$ cat src/mbrf_pkg.sv
// ----------------------------------------------------------------------------
// Modbus RTU request framer package
// Command codes, function codes, frame sizes and the byte-wide CRC step.
// ----------------------------------------------------------------------------
`default_nettype none

package mbrf_pkg;

    typedef logic [1:0] t_op;
    typedef logic [7:0] t_byte;
    typedef logic [15:0] t_crc;
    typedef logic [3:0] t_pos;

    localparam t_op OP_WRITE_COIL = 2'd0;
    localparam t_op OP_WRITE_REGS = 2'd1;
    localparam t_op OP_READ_INPUT = 2'd2;
    localparam t_op OP_UNUSED = 2'd3;

    localparam t_byte FC_WRITE_COIL = 8'h05;
    localparam t_byte FC_WRITE_REGS = 8'h10;
    localparam t_byte FC_READ_INPUT = 8'h04;
    localparam t_byte BYTE_ZERO = 8'h00;
    localparam t_byte BYTE_ONES = 8'hFF;
    localparam t_byte REG_COUNT = 8'h02;
    localparam t_byte BYTE_COUNT = 8'h04;

    localparam t_crc CRC_INIT = 16'hFFFF;
    localparam t_crc CRC_POLY = 16'hA001;

    localparam t_byte SLAVE_RESET = 8'h01;

    // bytes before the CRC: short frames (coil write, read) and the register write
    localparam t_pos DATA_LEN_SHORT = 4'd6;
    localparam t_pos DATA_LEN_LONG = 4'd11;

    // one byte through the reflected CRC-16, a bit per step
    function automatic t_crc crc_update(input t_crc crc_in, input t_byte data);
        t_crc c;
        c = crc_in ^ {8'h00, data};
        for (int k = 0; k < 8; k++) begin
            if (c[0]) begin
                c = (c >> 1) ^ CRC_POLY;
            end else begin
                c = c >> 1;
            end
        end
        return c;
    endfunction

endpackage

`default_nettype wire

$ cat src/modbus_rtu_request_framer_top.sv
// ----------------------------------------------------------------------------
// Modbus RTU request framer
// Turns one command into a Modbus RTU request frame, one byte per transaction.
// ----------------------------------------------------------------------------
// Usage:
//   Slave side takes one command per transaction: tuser carries the op code,
//   tdata the register address and the 32-bit payload. Master side emits the
//   frame bytes in transmit order on tdata[7:0]; tlast marks the CRC high
//   byte. The slave address comes from the configuration register; the user
//   must write it with i_cfg_wr_en / i_cfg_wr_data only while the block is
//   idle; the block itself leaves this to the user.
// Byte flow:
//   A taken command is held in the command registers, then its first byte
//   is loaded into the output register. Within a frame, unless the receiver
//   stalls, one byte a cycle enters the output register, data bytes via
//   the shared byte-wide CRC unit. A frame is 8 bytes (coil write, read)
//   or 13 (register write); the next command is taken as its last byte loads.
// Reset:
//   Synchronous, active low. Clears the sequencer and the output valid and
//   sets the slave address to 1.
// Stall:
//   While the receiver holds tready low the output byte holds and the
//   sequencer waits; an unused op code 3 is taken and dropped.
// ----------------------------------------------------------------------------
`default_nettype none

module modbus_rtu_request_framer_top (
    input  wire                  i_clk,
    input  wire                  i_rst_n,
    // configuration: slave address
    input  wire                  i_cfg_wr_en,
    input  wire  [7:0]           i_cfg_wr_data,
    // command stream
    input  wire                  s_axis_tvalid,
    output logic                 s_axis_tready,
    input  wire  [47:0]          s_axis_tdata,  // [15:0] register_address, [47:16] payload
    input  wire  mbrf_pkg::t_op  s_axis_tuser,  // [1:0] op
    // frame byte stream
    output logic                 m_axis_tvalid,
    input  wire                  m_axis_tready,
    output logic [7:0]           m_axis_tdata,  // [7:0] frame_byte
    output logic                 m_axis_tlast   // last_byte
);
    import mbrf_pkg::*;

    // held command and sequencer
    logic          r_busy, n_busy;
    t_pos          r_pos, n_pos;
    t_op           r_op, n_op;
    logic [15:0]   r_addr, n_addr;
    logic [31:0]   r_pay, n_pay;
    t_crc          r_crc, n_crc;
    t_byte         r_slave;

    // output register
    logic          r_out_valid, n_out_valid;
    t_byte         r_out_data, n_out_data;
    logic          r_out_last, n_out_last;

    logic          w_can_load;
    logic          w_load;
    logic          w_load_last;
    logic          w_in_accept;
    t_pos          w_data_len;
    t_byte         w_data_byte;

    assign w_can_load = !r_out_valid || m_axis_tready;
    assign w_load = r_busy && w_can_load;
    assign w_data_len = (r_op == OP_WRITE_REGS) ? DATA_LEN_LONG : DATA_LEN_SHORT;
    assign w_load_last = w_load && (r_pos == w_data_len + 4'd1);

    // take a command while idle, or as the current frame's last byte is loaded
    assign s_axis_tready = !r_busy || w_load_last;
    assign w_in_accept = s_axis_tvalid && s_axis_tready;

    // frame byte at the current position (header and data part)
    always_comb begin
        w_data_byte = BYTE_ZERO;
        case (r_pos)
            4'd0: w_data_byte = r_slave;
            4'd1: begin
                case (r_op)
                    OP_WRITE_COIL: w_data_byte = FC_WRITE_COIL;
                    OP_WRITE_REGS: w_data_byte = FC_WRITE_REGS;
                    default:       w_data_byte = FC_READ_INPUT;
                endcase
            end
            4'd2: w_data_byte = r_addr[15:8];
            4'd3: w_data_byte = r_addr[7:0];
            4'd4: begin
                if (r_op == OP_WRITE_COIL) begin
                    w_data_byte = r_pay[0] ? BYTE_ONES : BYTE_ZERO;
                end else begin
                    w_data_byte = BYTE_ZERO;
                end
            end
            4'd5: w_data_byte = (r_op == OP_WRITE_COIL) ? BYTE_ZERO : REG_COUNT;
            4'd6: w_data_byte = BYTE_COUNT;
            4'd7: w_data_byte = r_pay[15:8];
            4'd8: w_data_byte = r_pay[7:0];
            4'd9: w_data_byte = r_pay[31:24];
            4'd10: w_data_byte = r_pay[23:16];
            default: w_data_byte = BYTE_ZERO;
        endcase
    end

    always_comb begin
        n_busy = r_busy;
        n_pos = r_pos;
        n_op = r_op;
        n_addr = r_addr;
        n_pay = r_pay;
        n_crc = r_crc;
        n_out_valid = r_out_valid;
        n_out_data = r_out_data;
        n_out_last = r_out_last;

        // drop the output byte once taken
        if (r_out_valid && m_axis_tready) begin
            n_out_valid = 1'b0;
        end

        // advance the frame: data bytes feed the CRC, then CRC low and high
        if (w_load) begin
            n_out_valid = 1'b1;
            n_pos = r_pos + 4'd1;
            if (r_pos < w_data_len) begin
                n_out_data = w_data_byte;
                n_out_last = 1'b0;
                n_crc = crc_update(r_crc, w_data_byte);
            end else if (r_pos == w_data_len) begin
                n_out_data = r_crc[7:0];
                n_out_last = 1'b0;
            end else begin
                n_out_data = r_crc[15:8];
                n_out_last = 1'b1;
                n_busy = 1'b0;
            end
        end

        // hold a new command; op code 3 is taken and dropped
        if (w_in_accept && (s_axis_tuser != OP_UNUSED)) begin
            n_busy = 1'b1;
            n_pos = '0;
            n_op = s_axis_tuser;
            n_addr = s_axis_tdata[15:0];
            n_pay = s_axis_tdata[47:16];
            n_crc = CRC_INIT;
        end
    end

    always_ff @(posedge i_clk) begin
        if (!i_rst_n) begin
            r_busy <= 1'b0;
            r_pos <= '0;
            r_crc <= CRC_INIT;
            r_out_valid <= 1'b0;
            r_out_last <= 1'b0;
            r_slave <= SLAVE_RESET;
        end else begin
            r_busy <= n_busy;
            r_pos <= n_pos;
            r_crc <= n_crc;
            r_out_valid <= n_out_valid;
            r_out_last <= n_out_last;
            if (i_cfg_wr_en) begin
                r_slave <= i_cfg_wr_data;
            end
        end
    end

    always_ff @(posedge i_clk) begin
        r_op <= n_op;
        r_addr <= n_addr;
        r_pay <= n_pay;
        r_out_data <= n_out_data;
    end

    assign m_axis_tvalid = r_out_valid;
    assign m_axis_tdata = r_out_data;
    assign m_axis_tlast = r_out_last;

endmodule

`default_nettype wire

$ cat config.mk
export PLATFORM = sky130hd
export DESIGN_NAME = modbus_rtu_request_framer_top
export DESIGN_NICKNAME = d
export VERILOG_FILES = /design/src/mbrf_pkg.sv /design/src/modbus_rtu_request_framer_top.sv
export SDC_FILE = /design/constraint.sdc
export NUM_CORES = 1
export LEC_CHECK = 0
export BUFFER_PORTS_ARGS = -buffer_cell sky130_fd_sc_hd__buf_2
export CORE_UTILIZATION = 30
export CTS_CLUSTER_SIZE = 28
export DETAILED_ROUTE_END_ITERATION = 10
export PLACE_DENSITY = 0.5
export SLEW_MARGIN = 20
export SYNTH_ARGS = -nofsm -noshare
export SYNTH_HDL_FRONTEND = slang
export SYNTH_SLANG_ARGS = --single-unit
$ cat constraint.sdc
create_clock -name i_clk -period 4 [get_ports i_clk]
set_input_delay 0.4 -clock i_clk [delete_from_list [all_inputs] [get_ports i_clk]]
set_output_delay 0.4 -clock i_clk [all_outputs]
set_load 0.005 [all_outputs]
# After elaboration in Yosys (flattened, before gate mapping)
# Index checks and enable logic that the tools add are counted.
op_classes:
  addsub: 2
  magnitude_cmp: 1
  n_eq_ne: 16
  n_mux: 38
  bitwise_logic: 10
  reduce_logical: 16
ops:
  columns: ["operator", "n"]
  rows:
  - ["16-bit 2-to-1 mux", 22]
  - ["8-bit case mux with 11 select lines", 1]
  - ["8-bit 2-to-1 mux", 4]
  - ["2-bit NOT with 3-bit output", 8]
  - ["4-bit by 3-bit == test with 1-bit output (second input constant)", 4]
  - ["16-bit by 8-bit XOR with 16-bit output", 1]
  - ["4-bit == test (second input constant)", 3]
  - ["5-bit case mux with 2 select lines", 1]
  - ["4-bit by 1-bit adder with 4-bit output (second input constant)", 2]
  - ["4-bit by 2-bit == test with 1-bit output (second input constant)", 2]
  - ["4-bit == test", 2]
  - ["1-bit 2-to-1 mux", 8]
  - ["1-bit logical AND", 5]
  - ["4-bit by 1-bit == test with 1-bit output (second input constant)", 1]
  - ["4-bit logical NOT", 1]
  - ["4-bit < comparator", 1]
  - ["4-bit 2-to-1 mux", 1]
  - ["2-bit by 1-bit inequality test with 1-bit output (second input constant)", 2]
  - ["2-bit nonzero test", 2]
  - ["3-bit AND reduction", 1]
  - ["2-bit by 1-bit == test with 1-bit output (second input constant)", 1]
  - ["1-bit logical NOT", 2]
  - ["2-bit logical NOT", 1]
  - ["1-bit logical OR", 2]
  - ["5 further kinds", 5]
totals:
  ff_bits: 89
  inputBits: 63

# Longest topological paths before layout
# Gate-level depths: netlist of the first run.
depth:
  word_depth: 34
  depth_mapped: 13

# Worst setup path before layout of the first run
# Ideal clock, no wire load.
synth_timing:
  kind: "reg-to-reg"
  from: "reg r_op[1]"
  to: "reg r_addr[0] (enable)"
  arrival_time_ns: 2.474
  slack_ns: 1.121
  path_stages_with_launch: 8
  n_path_buf: 0
  path_cell_list: "edfxtp_1 -> nand2b_2 -> inv_2 -> ha_1 -> nand4b_1 -> o21ai_0 -> nand3_1 -> inv_1"
synth_via:
  elab_chain_len: 8
synth_lines:
  columns: ["item", "line", "text"]
  rows:
  - ["start: declaration", "modbus_rtu_request_framer_top.sv:49", "t_op r_op, n_op;"]
  - ["start signal: assignment", "modbus_rtu_request_framer_top.sv:173", "r_op <= n_op;"]
  - ["2-bit by 1-bit == test with 1-bit output", "modbus_rtu_request_framer_top.sv:69", "assign w_data_len = (r_op == OP_WRITE_REGS) ? DATA_LEN_LONG : DATA_LEN_SHORT;"]
  - ["4-bit 2-to-1 mux", "modbus_rtu_request_framer_top.sv:69", null]
  - ["4-bit by 1-bit adder with 4-bit output", "modbus_rtu_request_framer_top.sv:70", "assign w_load_last = w_load && (r_pos == w_data_len + 4'd1);"]
  - ["4-bit == test", "modbus_rtu_request_framer_top.sv:70", null]
  - ["1-bit logical AND", "modbus_rtu_request_framer_top.sv:70", null]
  - ["1-bit logical OR", "modbus_rtu_request_framer_top.sv:73", "assign s_axis_tready = !r_busy || w_load_last;"]
  - ["named net s_axis_tready", "modbus_rtu_request_framer_top.sv:35", "output logic s_axis_tready,"]
  - ["1-bit logical AND", "modbus_rtu_request_framer_top.sv:74", "assign w_in_accept = s_axis_tvalid && s_axis_tready;"]
  - ["1-bit logical AND", "modbus_rtu_request_framer_top.sv:142", "if (w_in_accept && (s_axis_tuser != OP_UNUSED)) begin"]
  - ["end signal: assignment", "modbus_rtu_request_framer_top.sv:174", "r_addr <= n_addr;"]
  - ["end: declaration", "modbus_rtu_request_framer_top.sv:50", "logic [15:0] r_addr, n_addr;"]
# The timed path passes the listed nets, and every way through them passes these cells.
# A chain may end at the register's enable or synchronous reset.

# Worst setup path after layout of the first run
layout_timing:
  from: "reg r_pos[1]"
  to: "reg r_crc[0]"
layout_via:
  elab_chain_len: 26
  word_cells_on_any_way: 50
layout_lines:
  columns: ["item", "line", "text"]
  rows:
  - ["start: declaration", "modbus_rtu_request_framer_top.sv:48", "t_pos r_pos, n_pos;"]
  - ["start signal: assignment", "modbus_rtu_request_framer_top.sv:162", "r_pos <= n_pos;"]
  - ["4-bit == test, or another cell as far along", "modbus_rtu_request_framer_top.sv:79", "case (r_pos)"]
  - ["8-bit case mux with 11 select lines", "modbus_rtu_request_framer_top.sv:79", null]
  - ["16-bit by 8-bit XOR with 16-bit output", "mbrf_pkg.sv:39", "c = crc_in ^ {8'h00, data};"]
  - ["16-bit 2-to-1 mux or 2-bit NOT with 3-bit output (tied branches)", null, null]
  - ["16-bit 2-to-1 mux (on tied branches)", "modbus_rtu_request_framer_top.sv:127, mbrf_pkg.sv:41", null]
  - ["16-bit 2-to-1 mux (on tied branches)", "modbus_rtu_request_framer_top.sv:124, modbus_rtu_request_framer_top.sv:127", null]
  - ["16-bit 2-to-1 mux, or another cell as far along", "mbrf_pkg.sv:41", "if (c[0]) begin"]
  - ["16-bit 2-to-1 mux (on tied branches)", "modbus_rtu_request_framer_top.sv:127, mbrf_pkg.sv:41", null]
  - ["(+10 left out)", null, null]
  - ["16-bit 2-to-1 mux, or another cell as far along", "mbrf_pkg.sv:41", null]
  - ["16-bit 2-to-1 mux (on tied branches)", "modbus_rtu_request_framer_top.sv:127, mbrf_pkg.sv:41", null]
  - ["16-bit 2-to-1 mux (on tied branches)", "modbus_rtu_request_framer_top.sv:124, modbus_rtu_request_framer_top.sv:127", null]
  - ["2-bit NOT with 3-bit output (no source line) or 16-bit 2-to-1 mux (tied branches)", null, null]
  - ["16-bit 2-to-1 mux", "mbrf_pkg.sv:41", null]
  - ["16-bit 2-to-1 mux", "modbus_rtu_request_framer_top.sv:127", "if (r_pos < w_data_len) begin"]
  - ["16-bit 2-to-1 mux", "modbus_rtu_request_framer_top.sv:124", "if (w_load) begin"]
  - ["16-bit 2-to-1 mux", "mbrf_pkg.sv:41", null]
  - ["end signal: assignment", "modbus_rtu_request_framer_top.sv:163", "r_crc <= n_crc;"]
  - ["end: declaration", "modbus_rtu_request_framer_top.sv:52", "t_crc r_crc, n_crc;"]
# Parallel ways exist; a longest one is shown, timed or not. The select of a mux whose other input is x is not followed.

==> impl_metrics.prom, run 1 <==
# TYPE chip_impl_metric gauge
chip_impl_metric{name="final.min_clock_period",unit="ps"} 3240
chip_impl_metric{name="wl_per_cell",unit="um"} 15.8
chip_impl_metric{name="drc_errors",unit=""} 0
chip_impl_metric{name="die_width",unit="um"} 120
chip_impl_metric{name="tightestPinTransition",unit="ps"} 856
chip_impl_metric{name="synth_area_per_cell",unit="um2"} 12.7
chip_impl_metric{name="grt_max_degree",unit=""} 48
chip_impl_metric{name="clock_sinks",unit=""} 89
chip_impl_metric{name="cts.path.max_buffers",unit=""} 2
chip_impl_metric{name="min_period_over_period",unit=""} 0.810
chip_impl_metric{name="static-leakage-power",unit="nW"} 1.88
chip_impl_info{name="endpoint_kind",value="flip-flop"} 1
chip_impl_metric{name="floorplan.rows",unit=""} 42
chip_impl_metric{name="dr_wl_met2",unit="um"} 4380
chip_impl_metric{name="syn-instance-count",unit=""} 328
chip_impl_metric{name="yosys_warnings",unit=""} 0
chip_impl_info{name="crit_path_start_kind",value="flip-flop"} 1
chip_impl_metric{name="cts_hold_bufs",unit=""} 0
chip_impl_metric{name="synth.ff_latch_count",unit=""} 89
chip_impl_info{name="maxUsedRoutingLayer",value="met4"} 1
chip_impl_metric{name="drt_iter0_drc",unit=""} 162
chip_impl_info{name="clock-root-buffer",value="sky130_fd_sc_hd__clkbuf_16"} 1
chip_impl_metric{name="die_y",unit="um"} 120
chip_impl_metric{name="synth_cell_types",unit=""} 57
chip_impl_metric{name="num_io_pins",unit=""} 74
chip_impl_info{name="critPathKind",value="flip-flop to flip-flop"} 1
chip_impl_metric{name="place.port_buffers",unit=""} 73
chip_impl_metric{name="global_route.overflow_total",unit=""} 0
chip_impl_metric{name="post_cts_resized",unit=""} 0
chip_impl_metric{name="regToRegSetupSlack",unit="ps"} 760
chip_impl_metric{name="postCtsSetupRepairBufs",unit=""} 0
chip_impl_info{name="cell_with_the_biggest_individual_delay_on_the_critical_path",value="sky130_fd_sc_hd__nor4_1"} 1
chip_impl_metric{name="met1_length",unit="um"} 4220
chip_impl_metric{name="synth.yosys.seq_area_share",unit=""} 0.569
chip_impl_metric{name="synth_enable_flop_cells",unit=""} 58
chip_impl_info{name="yosys_most_used_dff",value="sky130_fd_sc_hd__edfxtp_1"} 1
chip_impl_metric{name="routed_via_count_divided_by_cell_count",unit=""} 4.70
chip_impl_metric{name="syn2layout_area_growth",unit="%"} 19.4
chip_impl_metric{name="floorplan.initialDensity",unit=""} 0.311
chip_impl_metric{name="gp_congestion",unit=""} 0.799
chip_impl_metric{name="clk_pin_slew",unit="ps"} 60
chip_impl_metric{name="cap_viol_max_count",unit=""} 0
chip_impl_metric{name="clock_latency",unit="ps"} 340
chip_impl_metric{name="met3RoutedLength",unit="um"} 395
chip_impl_metric{name="grt_pass1_vias",unit=""} 2685
chip_impl_metric{name="final_hold_violation_count",unit=""} 0
chip_impl_info{name="r2r-end",value="r_crc[0]$_SDFFE_PP1P_"} 1
chip_impl_metric{name="mappedNetlistArea",unit="um2"} 4150
chip_impl_metric{name="fin_tns_setup",unit="ps"} 0
chip_impl_metric{name="core",unit="um2"} 13300
chip_impl_metric{name="postSynthNetCount",unit=""} 400
chip_impl_metric{name="total_length_of_routed_wires",unit="um"} 9130
chip_impl_metric{name="cts_made_buffers",unit=""} 9
chip_impl_metric{name="number_of_nets_in_the_layout",unit=""} 469
chip_impl_metric{name="timing.fmax",unit="MHz"} 309
chip_impl_info{name="run_status",value="finished, final reports clean"} 1
chip_impl_metric{name="max_slew_vio_count",unit=""} 0
chip_impl_metric{name="crit_required",unit="ps"} 4220
chip_impl_metric{name="multi_input_area",unit="um2"} 1640
chip_impl_info{name="destination_of_the_critical_timing_path",value="r_crc[0]$_SDFFE_PP1P_"} 1
chip_impl_metric{name="final_layout_size_suffix_gt1_frac",unit=""} 0.287
chip_impl_metric{name="cts_max_level",unit=""} 3
chip_impl_metric{name="peakVddDrop",unit="mV"} 0.253
chip_impl_metric{name="worst_ep_arrival_time",unit="ps"} 3460
chip_impl_metric{name="seqCellArea",unit="um2"} 2360
chip_impl_metric{name="placement.setup.worst_slack",unit="ps"} 719
chip_impl_metric{name="drt_pre_antenna_iters",unit=""} 4
chip_impl_metric{name="crit_fanout",unit=""} 12
chip_impl_metric{name="grt_first_pass_wirelength",unit="um"} 14400
chip_impl_metric{name="finalHoldWorstSlack",unit="ps"} 228
chip_impl_metric{name="timing.clock.skew",unit="ps"} 5.82
chip_impl_info{name="worst_setup_path_startpoint",value="r_pos[1]$_SDFFE_PP0P_"} 1
chip_impl_metric{name="final_antenna_net_count",unit=""} 0
chip_impl_metric{name="total_power",unit="mW"} 2.26
chip_impl_info{name="tritoncts",value="done"} 1
chip_impl_info{name="timing.critical_path.cells",value="inv_1, ha_1, a221oi_1, a211oi_1, nor4_1, xnor2_1, xnor3_1, xor3_2, xor3_1, o21ai_1"} 1
chip_impl_metric{name="globalRouteTotalUtil",unit=""} 0.136
chip_impl_metric{name="setup_viol",unit=""} 0
chip_impl_info{name="grt_setup_unrepaired",value="false"} 1
chip_impl_info{name="holdCritPathClass",value="primary input to flip-flop"} 1
chip_impl_info{name="worst_r2r_start",value="r_pos[1]$_SDFFE_PP0P_"} 1
chip_impl_metric{name="final.fill_count",unit=""} 1339
chip_impl_metric{name="dp_hpwl",unit="um"} 6730
chip_impl_metric{name="power_per_unit_of_standard_cell_area",unit="nW/um2"} 455
chip_impl_metric{name="max_stage_delay",unit="ps"} 590
chip_impl_metric{name="worst_r2r_path_cells",unit=""} 10
chip_impl_metric{name="setup_slack",unit="ps"} 759
chip_impl_metric{name="async_reset_ff_frac",unit=""} 0
chip_impl_metric{name="die-area",unit="um2"} 14300
chip_impl_metric{name="antenna_diode_count",unit=""} 0
chip_impl_metric{name="antenna_found_initial",unit=""} 0
chip_impl_metric{name="num_vias",unit=""} 2712
chip_impl_metric{name="slew_headroom",unit=""} 0.428
==> cell type report <==
cell class                      count  share of cell area
Tap cell                          176              0.0444
Multi-Input combinational cell    213               0.331
Timing Repair Buffer               76              0.0807
Sequential cell                    89               0.477
Clock inverter                      4              0.0139
Inverter                            8             0.00606
Clock buffer                       11              0.0469
==> metrics by stage <==
stage	instance area, um2	utilization	std cells
global route	4960	0.371	577
finish	4960	0.371	577
floorplan	4150	-	328
CTS	4960	0.371	577
global placement	4660	0.349	562
detailed placement	4660	0.349	562
==> worst max-delay path: cells and delay by family (launching register included) <==
| family | cells | cell delay, ps |
|---|---|---|
| buffers and inverters | 1 | 130 |
| flip-flops | 1 | 450 |
| AO/OA/AOI/OAI | 3 | 470 |
| adder cells (fa/ha/maj) | 1 | 390 |
| AND/OR/NAND/NOR | 1 | 590 |
| XOR/XNOR | 4 | 1090 |
==> logic make-up after synthesis <==
kind of cell	share of synthesized area
muxes	0.0564
xor gates and xnor gates	0.0705
DFF	0.569
AOI/OAI and AO/OA	0.127
and+or+nand+nor	0.115
buffers and inverters	0.0353
adders and majority gates	0.0271
==> how the worst min path moves through the flow <==
stage,from,end,slack (ps),cells past startpoint
after floorplan,r_slave[0]$_SDFFE_PN1P_,r_slave[0]$_SDFFE_PN1P_,440,2
after global placement,m_axis_tlast$_SDFFE_PN0P_,m_axis_tlast$_SDFFE_PN0P_,460,2
after detailed placement,m_axis_tlast$_SDFFE_PN0P_,m_axis_tlast$_SDFFE_PN0P_,460,2
after CTS,s_axis_tdata[19],r_pay[3]$_DFFE_PP_,210,1
after global routing,s_axis_tdata[43],r_pay[27]$_DFFE_PP_,210,1
final,s_axis_tdata[43],r_pay[27]$_DFFE_PP_,230,1
==> power breakdown <==
group	internal (mW)	switching [mW]
Clock	0.541	0.329
Combinational	0.156	0.153
Sequential	1.05	0.0326
==> synthesized netlist by cell type (6+ instances only) <==
library cell	count	area, um2
sky130_fd_sc_hd__a21oi_1	9	45.0
sky130_fd_sc_hd__a22oi_1	8	60.1
sky130_fd_sc_hd__buf_6	6	67.6
sky130_fd_sc_hd__clkbuf_1	9	33.8
sky130_fd_sc_hd__dfxtp_1	31	621
sky130_fd_sc_hd__edfxtp_1	58	1740
sky130_fd_sc_hd__ha_1	9	113
sky130_fd_sc_hd__inv_1	6	22.5
sky130_fd_sc_hd__mux2_2	7	78.8
sky130_fd_sc_hd__mux2i_1	14	140
sky130_fd_sc_hd__nand2_1	35	131
sky130_fd_sc_hd__nand3_1	10	50.1
sky130_fd_sc_hd__nor2_1	12	45.0
sky130_fd_sc_hd__nor2b_1	9	56.3
sky130_fd_sc_hd__o211ai_1	10	75.1
sky130_fd_sc_hd__o21ai_0	10	50.1
sky130_fd_sc_hd__xnor2_1	15	131
==> cells in the final DEF, fill, tap and decap left out, types with 7 or more instances in the layout <==
cell type	count
sky130_fd_sc_hd__a21oi_1	9
sky130_fd_sc_hd__a22oi_1	8
sky130_fd_sc_hd__buf_2	73
sky130_fd_sc_hd__clkbuf_16	9
sky130_fd_sc_hd__dfxtp_1	30
sky130_fd_sc_hd__edfxtp_1	58
sky130_fd_sc_hd__ha_1	9
sky130_fd_sc_hd__mux2_2	7
sky130_fd_sc_hd__mux2i_1	14
sky130_fd_sc_hd__nand2_1	35
sky130_fd_sc_hd__nand3_1	10
sky130_fd_sc_hd__nor2_1	12
sky130_fd_sc_hd__nor2b_1	9
sky130_fd_sc_hd__o211ai_1	10
sky130_fd_sc_hd__o21ai_0	10
sky130_fd_sc_hd__xnor2_1	15
==> metal layers <==
| layer | vias to the layer above | track usage |
|---|---|---|
| met5 | - | 0 |
| met2 | 69 | 0.220 |
| met4 | 0 | 0.0516 |
| met1 | 1279 | 0.172 |
| li1 | 1352 | - |
| met3 | 12 | 0.0375 |
==> state kept, by name, summed over array words and instances, names as in the netlist <==
register,cells
r_pos,4
m_axis_tlast,1
r_op,2
r_pay,32
r_crc,16
r_addr,16
r_slave,8
m_axis_tdata,8
r_busy,1
m_axis_tvalid,1
(Power assumes the default switching activity.)
==> run 2, diff against run 1 <==
- clock period: 4 -> 3.2 ns (I/O delays scaled with it)
==> run 2 against run 1 <==
Against the previous run:
- fmax up 11%
- sequential cell count unchanged
- register-to-register slack worse by 480 ps
==> impl_metrics.prom, run 2 (synthesis gave the netlist of run 1 again) <==
# TYPE chip_impl_metric gauge
chip_impl_metric{name="placedInstanceArea",unit="um2"} 4720
chip_impl_metric{name="count_of_buffering_cells_on_the_critical_path_with_inverters_included",unit=""} 1
chip_impl_metric{name="place.port_buffers",unit=""} 73
chip_impl_info{name="timing.critical_path.cells",value="inv_1, ha_2, a22oi_1, o32ai_1, a2111oi_2, xnor2_1, xnor2_1, xor3_2, xor3_1, o21ai_1"} 1
chip_impl_metric{name="num_vias",unit=""} 2709
chip_impl_info{name="tritoncts",value="done"} 1
chip_impl_info{name="critical-path-top-delay-family",value="XOR/XNOR gates"} 1
chip_impl_metric{name="syn2layout_area_growth",unit="%"} 20.9
chip_impl_metric{name="final.fill_count",unit=""} 1343
chip_impl_metric{name="timing.fmax",unit="MHz"} 342
chip_impl_info{name="critPathKind",value="flip-flop to flip-flop"} 1
chip_impl_metric{name="seqCellArea",unit="um2"} 2360
chip_impl_metric{name="finish.utilization",unit=""} 0.376
chip_impl_metric{name="crit_fanout",unit=""} 12
chip_impl_info{name="clock-root-buffer",value="sky130_fd_sc_hd__clkbuf_16"} 1
chip_impl_metric{name="regToRegSetupSlack",unit="ps"} 280
chip_impl_metric{name="clk_pin_slew",unit="ps"} 60
chip_impl_metric{name="die_y",unit="um"} 120
chip_impl_metric{name="tightestPinTransition",unit="ps"} 696
chip_impl_metric{name="seqPwrFrac",unit=""} 0.498
chip_impl_metric{name="timing.clock.skew",unit="ps"} 4.96
chip_impl_metric{name="clock_latency",unit="ps"} 340
chip_impl_metric{name="number_of_flip_flops_under_the_largest_register_name",unit=""} 32
chip_impl_metric{name="final_hold_violation_count",unit=""} 0
chip_impl_info{name="run_status",value="finished, final reports clean"} 1
chip_impl_metric{name="power.switching",unit="uW"} 650
chip_impl_metric{name="globalRouteTotalUtil",unit=""} 0.135
chip_impl_metric{name="total_length_of_routed_wires",unit="um"} 9010
chip_impl_metric{name="cts_made_buffers",unit=""} 9
chip_impl_metric{name="final_layout_size_suffix_gt1_frac",unit=""} 0.312
chip_impl_metric{name="setup_viol",unit=""} 0
chip_impl_metric{name="die_width",unit="um"} 120
chip_impl_info{name="registers.top_by_ff_count",value="r_pay"} 1
chip_impl_metric{name="grt_pass1_vias",unit=""} 2806
chip_impl_metric{name="crit_cells",unit=""} 10
chip_impl_metric{name="global_route.overflow_total",unit=""} 0
chip_impl_metric{name="worst_r2r_path_cells",unit=""} 10
chip_impl_metric{name="dp_hpwl",unit="um"} 6800
chip_impl_info{name="worst_setup_path_startpoint",value="r_pos[0]$_SDFFE_PP0P_"} 1
chip_impl_metric{name="cts_max_level",unit=""} 3
chip_impl_metric{name="grt_first_pass_wirelength",unit="um"} 14500
chip_impl_metric{name="gp_congestion",unit=""} 0.823
chip_impl_metric{name="slew_headroom",unit=""} 0.535
chip_impl_metric{name="clock_sinks",unit=""} 89
chip_impl_metric{name="total_power",unit="mW"} 2.70
chip_impl_metric{name="static-leakage-power",unit="nW"} 1.90
chip_impl_metric{name="floorplan.rows",unit=""} 42
chip_impl_metric{name="cap_viol_max_count",unit=""} 0
chip_impl_metric{name="drt_iter0_drc",unit=""} 89
chip_impl_metric{name="floorplan.initialDensity",unit=""} 0.311
chip_impl_metric{name="crit_required",unit="ps"} 3410
chip_impl_metric{name="total_internal_power",unit="mW"} 2.05
chip_impl_metric{name="min_period_over_period",unit=""} 0.913
chip_impl_metric{name="drt_pre_antenna_iters",unit=""} 4
chip_impl_metric{name="antenna_diode_count",unit=""} 0
chip_impl_metric{name="fin_tns_setup",unit="ps"} 0
chip_impl_info{name="r2r-end",value="r_crc[0]$_SDFFE_PP1P_"} 1
chip_impl_info{name="endpoint_kind",value="flip-flop"} 1
chip_impl_metric{name="antenna_found_initial",unit=""} 0
chip_impl_metric{name="drc_errors",unit=""} 0
chip_impl_metric{name="grt_util_met1",unit=""} 0.171
chip_impl_metric{name="max_stage_delay",unit="ps"} 510
chip_impl_metric{name="peakVddDrop",unit="mV"} 0.223
chip_impl_metric{name="grtUsageMet2",unit=""} 0.224
chip_impl_metric{name="wl_per_cell",unit="um"} 15.4
chip_impl_info{name="holdCritPathClass",value="primary input to flip-flop"} 1
chip_impl_metric{name="final.min_clock_period",unit="ps"} 2920
chip_impl_info{name="reg_top3",value="r_pay: 32 flops, r_addr: 16 flops, r_crc: 16 flops"} 1
chip_impl_info{name="crit_top_cell",value="sky130_fd_sc_hd__xnor2_1"} 1
chip_impl_info{name="destination_of_the_critical_timing_path",value="r_crc[0]$_SDFFE_PP1P_"} 1
chip_impl_metric{name="core",unit="um2"} 13300
chip_impl_metric{name="combinational_fraction_of_design_power",unit=""} 0.146
chip_impl_metric{name="stdcell_count",unit=""} 586
chip_impl_metric{name="max_slew_vio_count",unit=""} 0
chip_impl_metric{name="final_antenna_net_count",unit=""} 0
chip_impl_info{name="crit_path_start_kind",value="flip-flop"} 1
chip_impl_info{name="most_frequent_cells_in_the_layout",value="73 x sky130_fd_sc_hd__buf_2, 58 x sky130_fd_sc_hd__edfxtp_1, 35 x sky130_fd_sc_hd__nand2_1, 30 x sky130_fd_sc_hd__dfxtp_1, 15 x sky130_fd_sc_hd__xnor2_1"} 1
chip_impl_metric{name="grt_max_degree",unit=""} 43
chip_impl_info{name="cell_with_the_biggest_individual_delay_on_the_critical_path",value="sky130_fd_sc_hd__xor3_2"} 1
chip_impl_metric{name="worst_ep_arrival_time",unit="ps"} 3140
chip_impl_metric{name="power_frac_clock",unit=""} 0.356
chip_impl_metric{name="routed_via_count_divided_by_cell_count",unit=""} 4.62
chip_impl_info{name="grt_most_used_layer",value="met2"} 1
chip_impl_metric{name="die-area",unit="um2"} 14300
chip_impl_metric{name="grt_util_met3",unit=""} 0.0337
chip_impl_metric{name="num_io_pins",unit=""} 74
chip_impl_info{name="worst_r2r_start",value="r_pos[0]$_SDFFE_PP0P_"} 1
chip_impl_info{name="grt_setup_unrepaired",value="false"} 1
chip_impl_metric{name="cts.path.max_buffers",unit=""} 2
chip_impl_metric{name="placed_cells",unit=""} 569
chip_impl_metric{name="multi_input_area",unit="um2"} 1660
chip_impl_metric{name="finalInstanceArea",unit="um2"} 5020
chip_impl_metric{name="power_per_unit_of_standard_cell_area",unit="nW/um2"} 539
chip_impl_metric{name="number_of_nets_in_the_layout",unit=""} 477
chip_impl_metric{name="hold_path_depth",unit=""} 1
chip_impl_info{name="most_common_cell_after_layout_fill_and_taps_aside",value="sky130_fd_sc_hd__buf_2"} 1
chip_impl_metric{name="power_switching_share",unit=""} 0.240
chip_impl_metric{name="cts_hold_bufs",unit=""} 0
==> run 2: cell count changes in the layout (fill, tap and decap cells not counted), moves of 2 or more <==
cell / before / now
sky130_fd_sc_hd__buf_4: 2 / 9
sky130_fd_sc_hd__bufinv_16: 2 / 0
sky130_fd_sc_hd__clkinv_4: 0 / 2
sky130_fd_sc_hd__ha_1: 9 / 6
sky130_fd_sc_hd__ha_2: 0 / 3
==> run 2: cell type report <==
type / count / area share
flip-flops and latches: 89 / 0.471
well taps: 176 / 0.0439
clock buffers: 11 / 0.0484
inverters: 8 / 0.00598
repair buffers: 84 / 0.0942
multi-input cells: 213 / 0.330
clock inverters: 5 / 0.00648
==> run 2: power by group through the flow <==
stage	Combinational, mW	Clock [mW]	Sequential, mW
after floorplan	0.284	0	1.36
after global placement	0.389	0	1.37
after detailed placement	0.399	0	1.37
after CTS	0.400	0.993	1.35
after global routing	0.440	1.04	1.35
final	0.394	0.962	1.35
==> run 2: metal layers <==
| layer | share of wire | routed length (um) |
|---|---|---|
| met1 | 0.47 | 4210 |
| met5 | 0 | 0 |
| met2 | 0.49 | 4390 |
| met3 | 0.036 | 322 |
| met4 | 0.0088 | 79 |
==> run 2: how the worst min path moves through the flow <==
stage                                     end                      start  slack (ps)
detailed placement  m_axis_tlast$_SDFFE_PN0P_  m_axis_tlast$_SDFFE_PN0P_         460
global placement    m_axis_tlast$_SDFFE_PN0P_  m_axis_tlast$_SDFFE_PN0P_         460
finish                     r_pay[9]$_DFFE_PP_           s_axis_tdata[25]         150
CTS                       r_pay[17]$_DFFE_PP_           s_axis_tdata[33]         140
floorplan                 r_addr[0]$_DFFE_PP_            s_axis_tdata[0]         420
global route               r_pay[9]$_DFFE_PP_           s_axis_tdata[25]         140
==> run 2: repair_timing <==
| action | in CTS | in global routing |
|---|---|---|
| endpoints found under the setup margin | 0 | 2 |
| buffers inserted | 0 | 1 |
| resized for setup | 0 | 5 |
==> run 2: through the flow <==
step | setup WS, ps | hold slack [ps]
3_5_place_dp | 132 | 459
3_3_place_gp | 185 | 456
2_1_floorplan | 321 | 419
6_report | 278 | 152
4_1_cts | 117 | 138
5_1_grt | 20.3 | 136
==> run 3, diff against run 2 <==
- PLACE_DENSITY: 0.5 -> 0.52
- clock period: 3.2 -> 2.4 ns (I/O delays scaled with it)
==> run 3 against run 2 <==
Against the previous run:
- the run now ends with negative setup slack left
- clock-buffer cell count is the same
- largest power group unchanged
- sequential share of layout area shrank 5.8 points
- register-to-register slack lost 660 ps
- wire length grew 13%
- clock skew is essentially flat
- final cell count grew 9.7%
- non-clock buffer count grew 57
- worst hold slack lost 90 ps
- highest routed layer unchanged
- die area is the same
- combinational power grew 80%
- design area grew 15%
==> impl_metrics.prom, run 3 (synthesis gave the netlist of run 1 again) <==
# TYPE chip_impl_metric gauge
chip_impl_info{name="run_status",value="complete, but fails checks"} 1
chip_impl_info{name="failing_checks",value="negative setup slack"} 1
chip_impl_metric{name="global_route.overflow_total",unit=""} 0
chip_impl_metric{name="min_period_over_period",unit=""} 1.16
chip_impl_metric{name="number_of_nets_in_the_layout",unit=""} 534
chip_impl_metric{name="fin_tns_setup",unit="ps"} -1120
chip_impl_metric{name="met3RoutedLength",unit="um"} 474
chip_impl_metric{name="grt_pass1_vias",unit=""} 3021
chip_impl_metric{name="gp_congestion",unit=""} 0.826
chip_impl_metric{name="slew_headroom",unit=""} 0.679
chip_impl_metric{name="dr_wl_met2",unit="um"} 5080
chip_impl_metric{name="routed_via_count_divided_by_cell_count",unit=""} 4.64
chip_impl_metric{name="total_length_of_routed_wires",unit="um"} 10200
chip_impl_metric{name="core",unit="um2"} 13300
chip_impl_metric{name="finalHoldWorstSlack",unit="ps"} 62.0
chip_impl_metric{name="drt_pre_antenna_iters",unit=""} 4
chip_impl_metric{name="wl_per_cell",unit="um"} 15.8
chip_impl_metric{name="num_io_pins",unit=""} 74
chip_impl_metric{name="final_hold_violation_count",unit=""} 0
chip_impl_metric{name="drt_iter0_drc",unit=""} 101
chip_impl_metric{name="setup_slack",unit="ps"} -381
chip_impl_metric{name="timing.fmax",unit="MHz"} 360
chip_impl_info{name="reg_top3",value="r_pay: 32 flops, r_addr: 16 flops, r_crc: 16 flops"} 1
chip_impl_metric{name="timing.clock.skew",unit="ps"} 5.01
chip_impl_metric{name="finish.utilization",unit=""} 0.431
chip_impl_metric{name="die-area",unit="um2"} 14300
chip_impl_info{name="timing.critical_path.cells",value="inv_4, buf_6, ha_4, buf_8, buf_4, nand3_2, a21oi_2, a2111oi_4, xnor2_2, xnor2_2, xor3_2, xor2_1, a31oi_1"} 1
chip_impl_metric{name="power_per_unit_of_standard_cell_area",unit="nW/um2"} 677
chip_impl_info{name="endpoint_kind",value="flip-flop"} 1
chip_impl_metric{name="grt_max_degree",unit=""} 37
chip_impl_metric{name="floorplan.rows",unit=""} 42
chip_impl_info{name="critPathKind",value="flip-flop to flip-flop"} 1
chip_impl_info{name="tritoncts",value="done"} 1
chip_impl_metric{name="number_of_flip_flops_under_the_largest_register_name",unit=""} 32
chip_impl_metric{name="tightestPinTransition",unit="ps"} 479
chip_impl_metric{name="cts.path.max_buffers",unit=""} 2
chip_impl_metric{name="clock_sinks",unit=""} 89
chip_impl_metric{name="final.fill_count",unit=""} 1280
chip_impl_metric{name="drc_errors",unit=""} 0
chip_impl_info{name="worst_setup_path_startpoint",value="r_pos[0]$_SDFFE_PP0P_"} 1
chip_impl_info{name="holdCritPathClass",value="primary input to flip-flop"} 1
chip_impl_info{name="most_frequent_cells_in_the_layout",value="73 x sky130_fd_sc_hd__buf_2, 59 x sky130_fd_sc_hd__buf_4, 58 x sky130_fd_sc_hd__edfxtp_1, 35 x sky130_fd_sc_hd__nand2_1, 27 x sky130_fd_sc_hd__dfxtp_1"} 1
chip_impl_metric{name="static-leakage-power",unit="nW"} 2.26
chip_impl_metric{name="crit_fanout",unit=""} 6
chip_impl_info{name="r2r-end",value="r_crc[15]$_SDFFE_PP1P_"} 1
chip_impl_metric{name="antenna_diode_count",unit=""} 0
chip_impl_metric{name="dp_hpwl",unit="um"} 7320
chip_impl_metric{name="setup_viol",unit=""} 5
chip_impl_metric{name="antenna_found_initial",unit=""} 0
chip_impl_info{name="maxUsedRoutingLayer",value="met4"} 1
chip_impl_metric{name="final_layout_size_suffix_gt1_frac",unit=""} 0.467
chip_impl_info{name="min-delay-start",value="s_axis_tdata[22]"} 1
chip_impl_info{name="grt_setup_unrepaired",value="true"} 1
chip_impl_metric{name="met1_length",unit="um"} 4300
chip_impl_metric{name="regToRegSetupSlack",unit="ps"} -380
chip_impl_metric{name="crit_required",unit="ps"} 2670
chip_impl_info{name="registers.top_by_ff_count",value="r_pay"} 1
chip_impl_metric{name="num_vias",unit=""} 2981
chip_impl_info{name="worst_r2r_start",value="r_pos[0]$_SDFFE_PP0P_"} 1
chip_impl_metric{name="grt_first_pass_wirelength",unit="um"} 15900
chip_impl_metric{name="place.port_buffers",unit=""} 73
chip_impl_info{name="most_common_cell_after_layout_fill_and_taps_aside",value="sky130_fd_sc_hd__buf_2"} 1
chip_impl_metric{name="max_stage_delay",unit="ps"} 500
chip_impl_info{name="clock-root-buffer",value="sky130_fd_sc_hd__clkbuf_16"} 1
chip_impl_metric{name="die_width",unit="um"} 120
chip_impl_metric{name="final.min_clock_period",unit="ps"} 2780
chip_impl_metric{name="clock_latency",unit="ps"} 350
chip_impl_metric{name="globalRouteTotalUtil",unit=""} 0.151
chip_impl_metric{name="syn2layout_area_growth",unit="%"} 38.4
chip_impl_info{name="destination_of_the_critical_timing_path",value="r_crc[15]$_SDFFE_PP1P_"} 1
chip_impl_metric{name="cap_viol_max_count",unit=""} 0
chip_impl_metric{name="final_antenna_net_count",unit=""} 0
chip_impl_info{name="cell_with_the_biggest_individual_delay_on_the_critical_path",value="sky130_fd_sc_hd__xor3_2"} 1
chip_impl_metric{name="cts_max_level",unit=""} 3
chip_impl_info{name="crit_path_start_kind",value="flip-flop"} 1
chip_impl_metric{name="die_y",unit="um"} 120
chip_impl_metric{name="clk_pin_slew",unit="ps"} 60
chip_impl_metric{name="worst_r2r_path_cells",unit=""} 13
chip_impl_info{name="crit_top_cell",value="sky130_fd_sc_hd__xnor2_2"} 1
chip_impl_metric{name="cts_made_buffers",unit=""} 9
chip_impl_metric{name="peakVddDrop",unit="mV"} 0.415
chip_impl_metric{name="max_slew_vio_count",unit=""} 0
chip_impl_metric{name="worst_ep_arrival_time",unit="ps"} 3050
chip_impl_metric{name="floorplan.initialDensity",unit=""} 0.311
-- run 3: critical path: cells and delay by family, from the launching register on --
kind / cells / cell delay (ps)
AOI/OAI and AO/OA: 3 / 670
buffers and inverters: 4 / 430
and+or+nand+nor: 1 / 80
DFF: 1 / 370
xor gates and xnor gates: 4 / 980
adders and majority gates: 1 / 160
-- run 3: stage by stage --
step	cells	cell area (um2)	worst slack, ps	power, mW
floorplan	328	4190	-164	2.20
finish	643	5750	-381	3.89
global route	643	5750	-507	4.05
CTS	636	5560	-374	3.88
global placement	612	5080	-431	2.42
detailed placement	612	5080	-508	2.44
-- run 3: power by group --
group          switching, mW  total, mW  internal [mW]  leakage [nW]
logic                  0.310      0.710          0.400          1.32
clock network          0.571       1.38          0.804         0.134
registers             0.0628       1.81           1.74         0.806
total                  0.944       3.89           2.95          2.26
-- run 3: metal layers --
layer	vias up	global-route usage
li1	1482	-
met1	1381	0.182
met2	93	0.246
met3	25	0.0385
met4	0	0.0789
met5	-	0
-- run 3: worst min path at each step --
stage               slack (ps)  cells after the start                   end
floorplan                  340                      0   r_addr[0]$_DFFE_PP_
global placement           420                      1   r_addr[2]$_DFFE_PP_
detailed placement         420                      1  r_addr[12]$_DFFE_PP_
CTS                         50                      1   r_pay[18]$_DFFE_PP_
global route                50                      1   r_pay[18]$_DFFE_PP_
finish                      60                      1    r_pay[6]$_DFFE_PP_
-- run 3: cell type report --
class,count,area (um2),area share
clock inverter,5,55.1,0.00958
timing repair buffer,141,945,0.164
sequential,89,2370,0.413
clock buffer,11,233,0.0405
inverter,8,36.3,0.00631
multi-input combinational,213,1890,0.328
tap,176,220,0.0383
-- run 3: repair_timing --
| item | 4_1_cts | 5_1_grt |
|---|---|---|
| setup endpoints to repair | 5 | 52 |
| hold buffers | 0 | 0 |
| gates resized for setup | 28 | 19 |
| pin swaps | 13 | 11 |
| setup buffers | 9 | 7 |
| gates cloned | 0 | 1 |
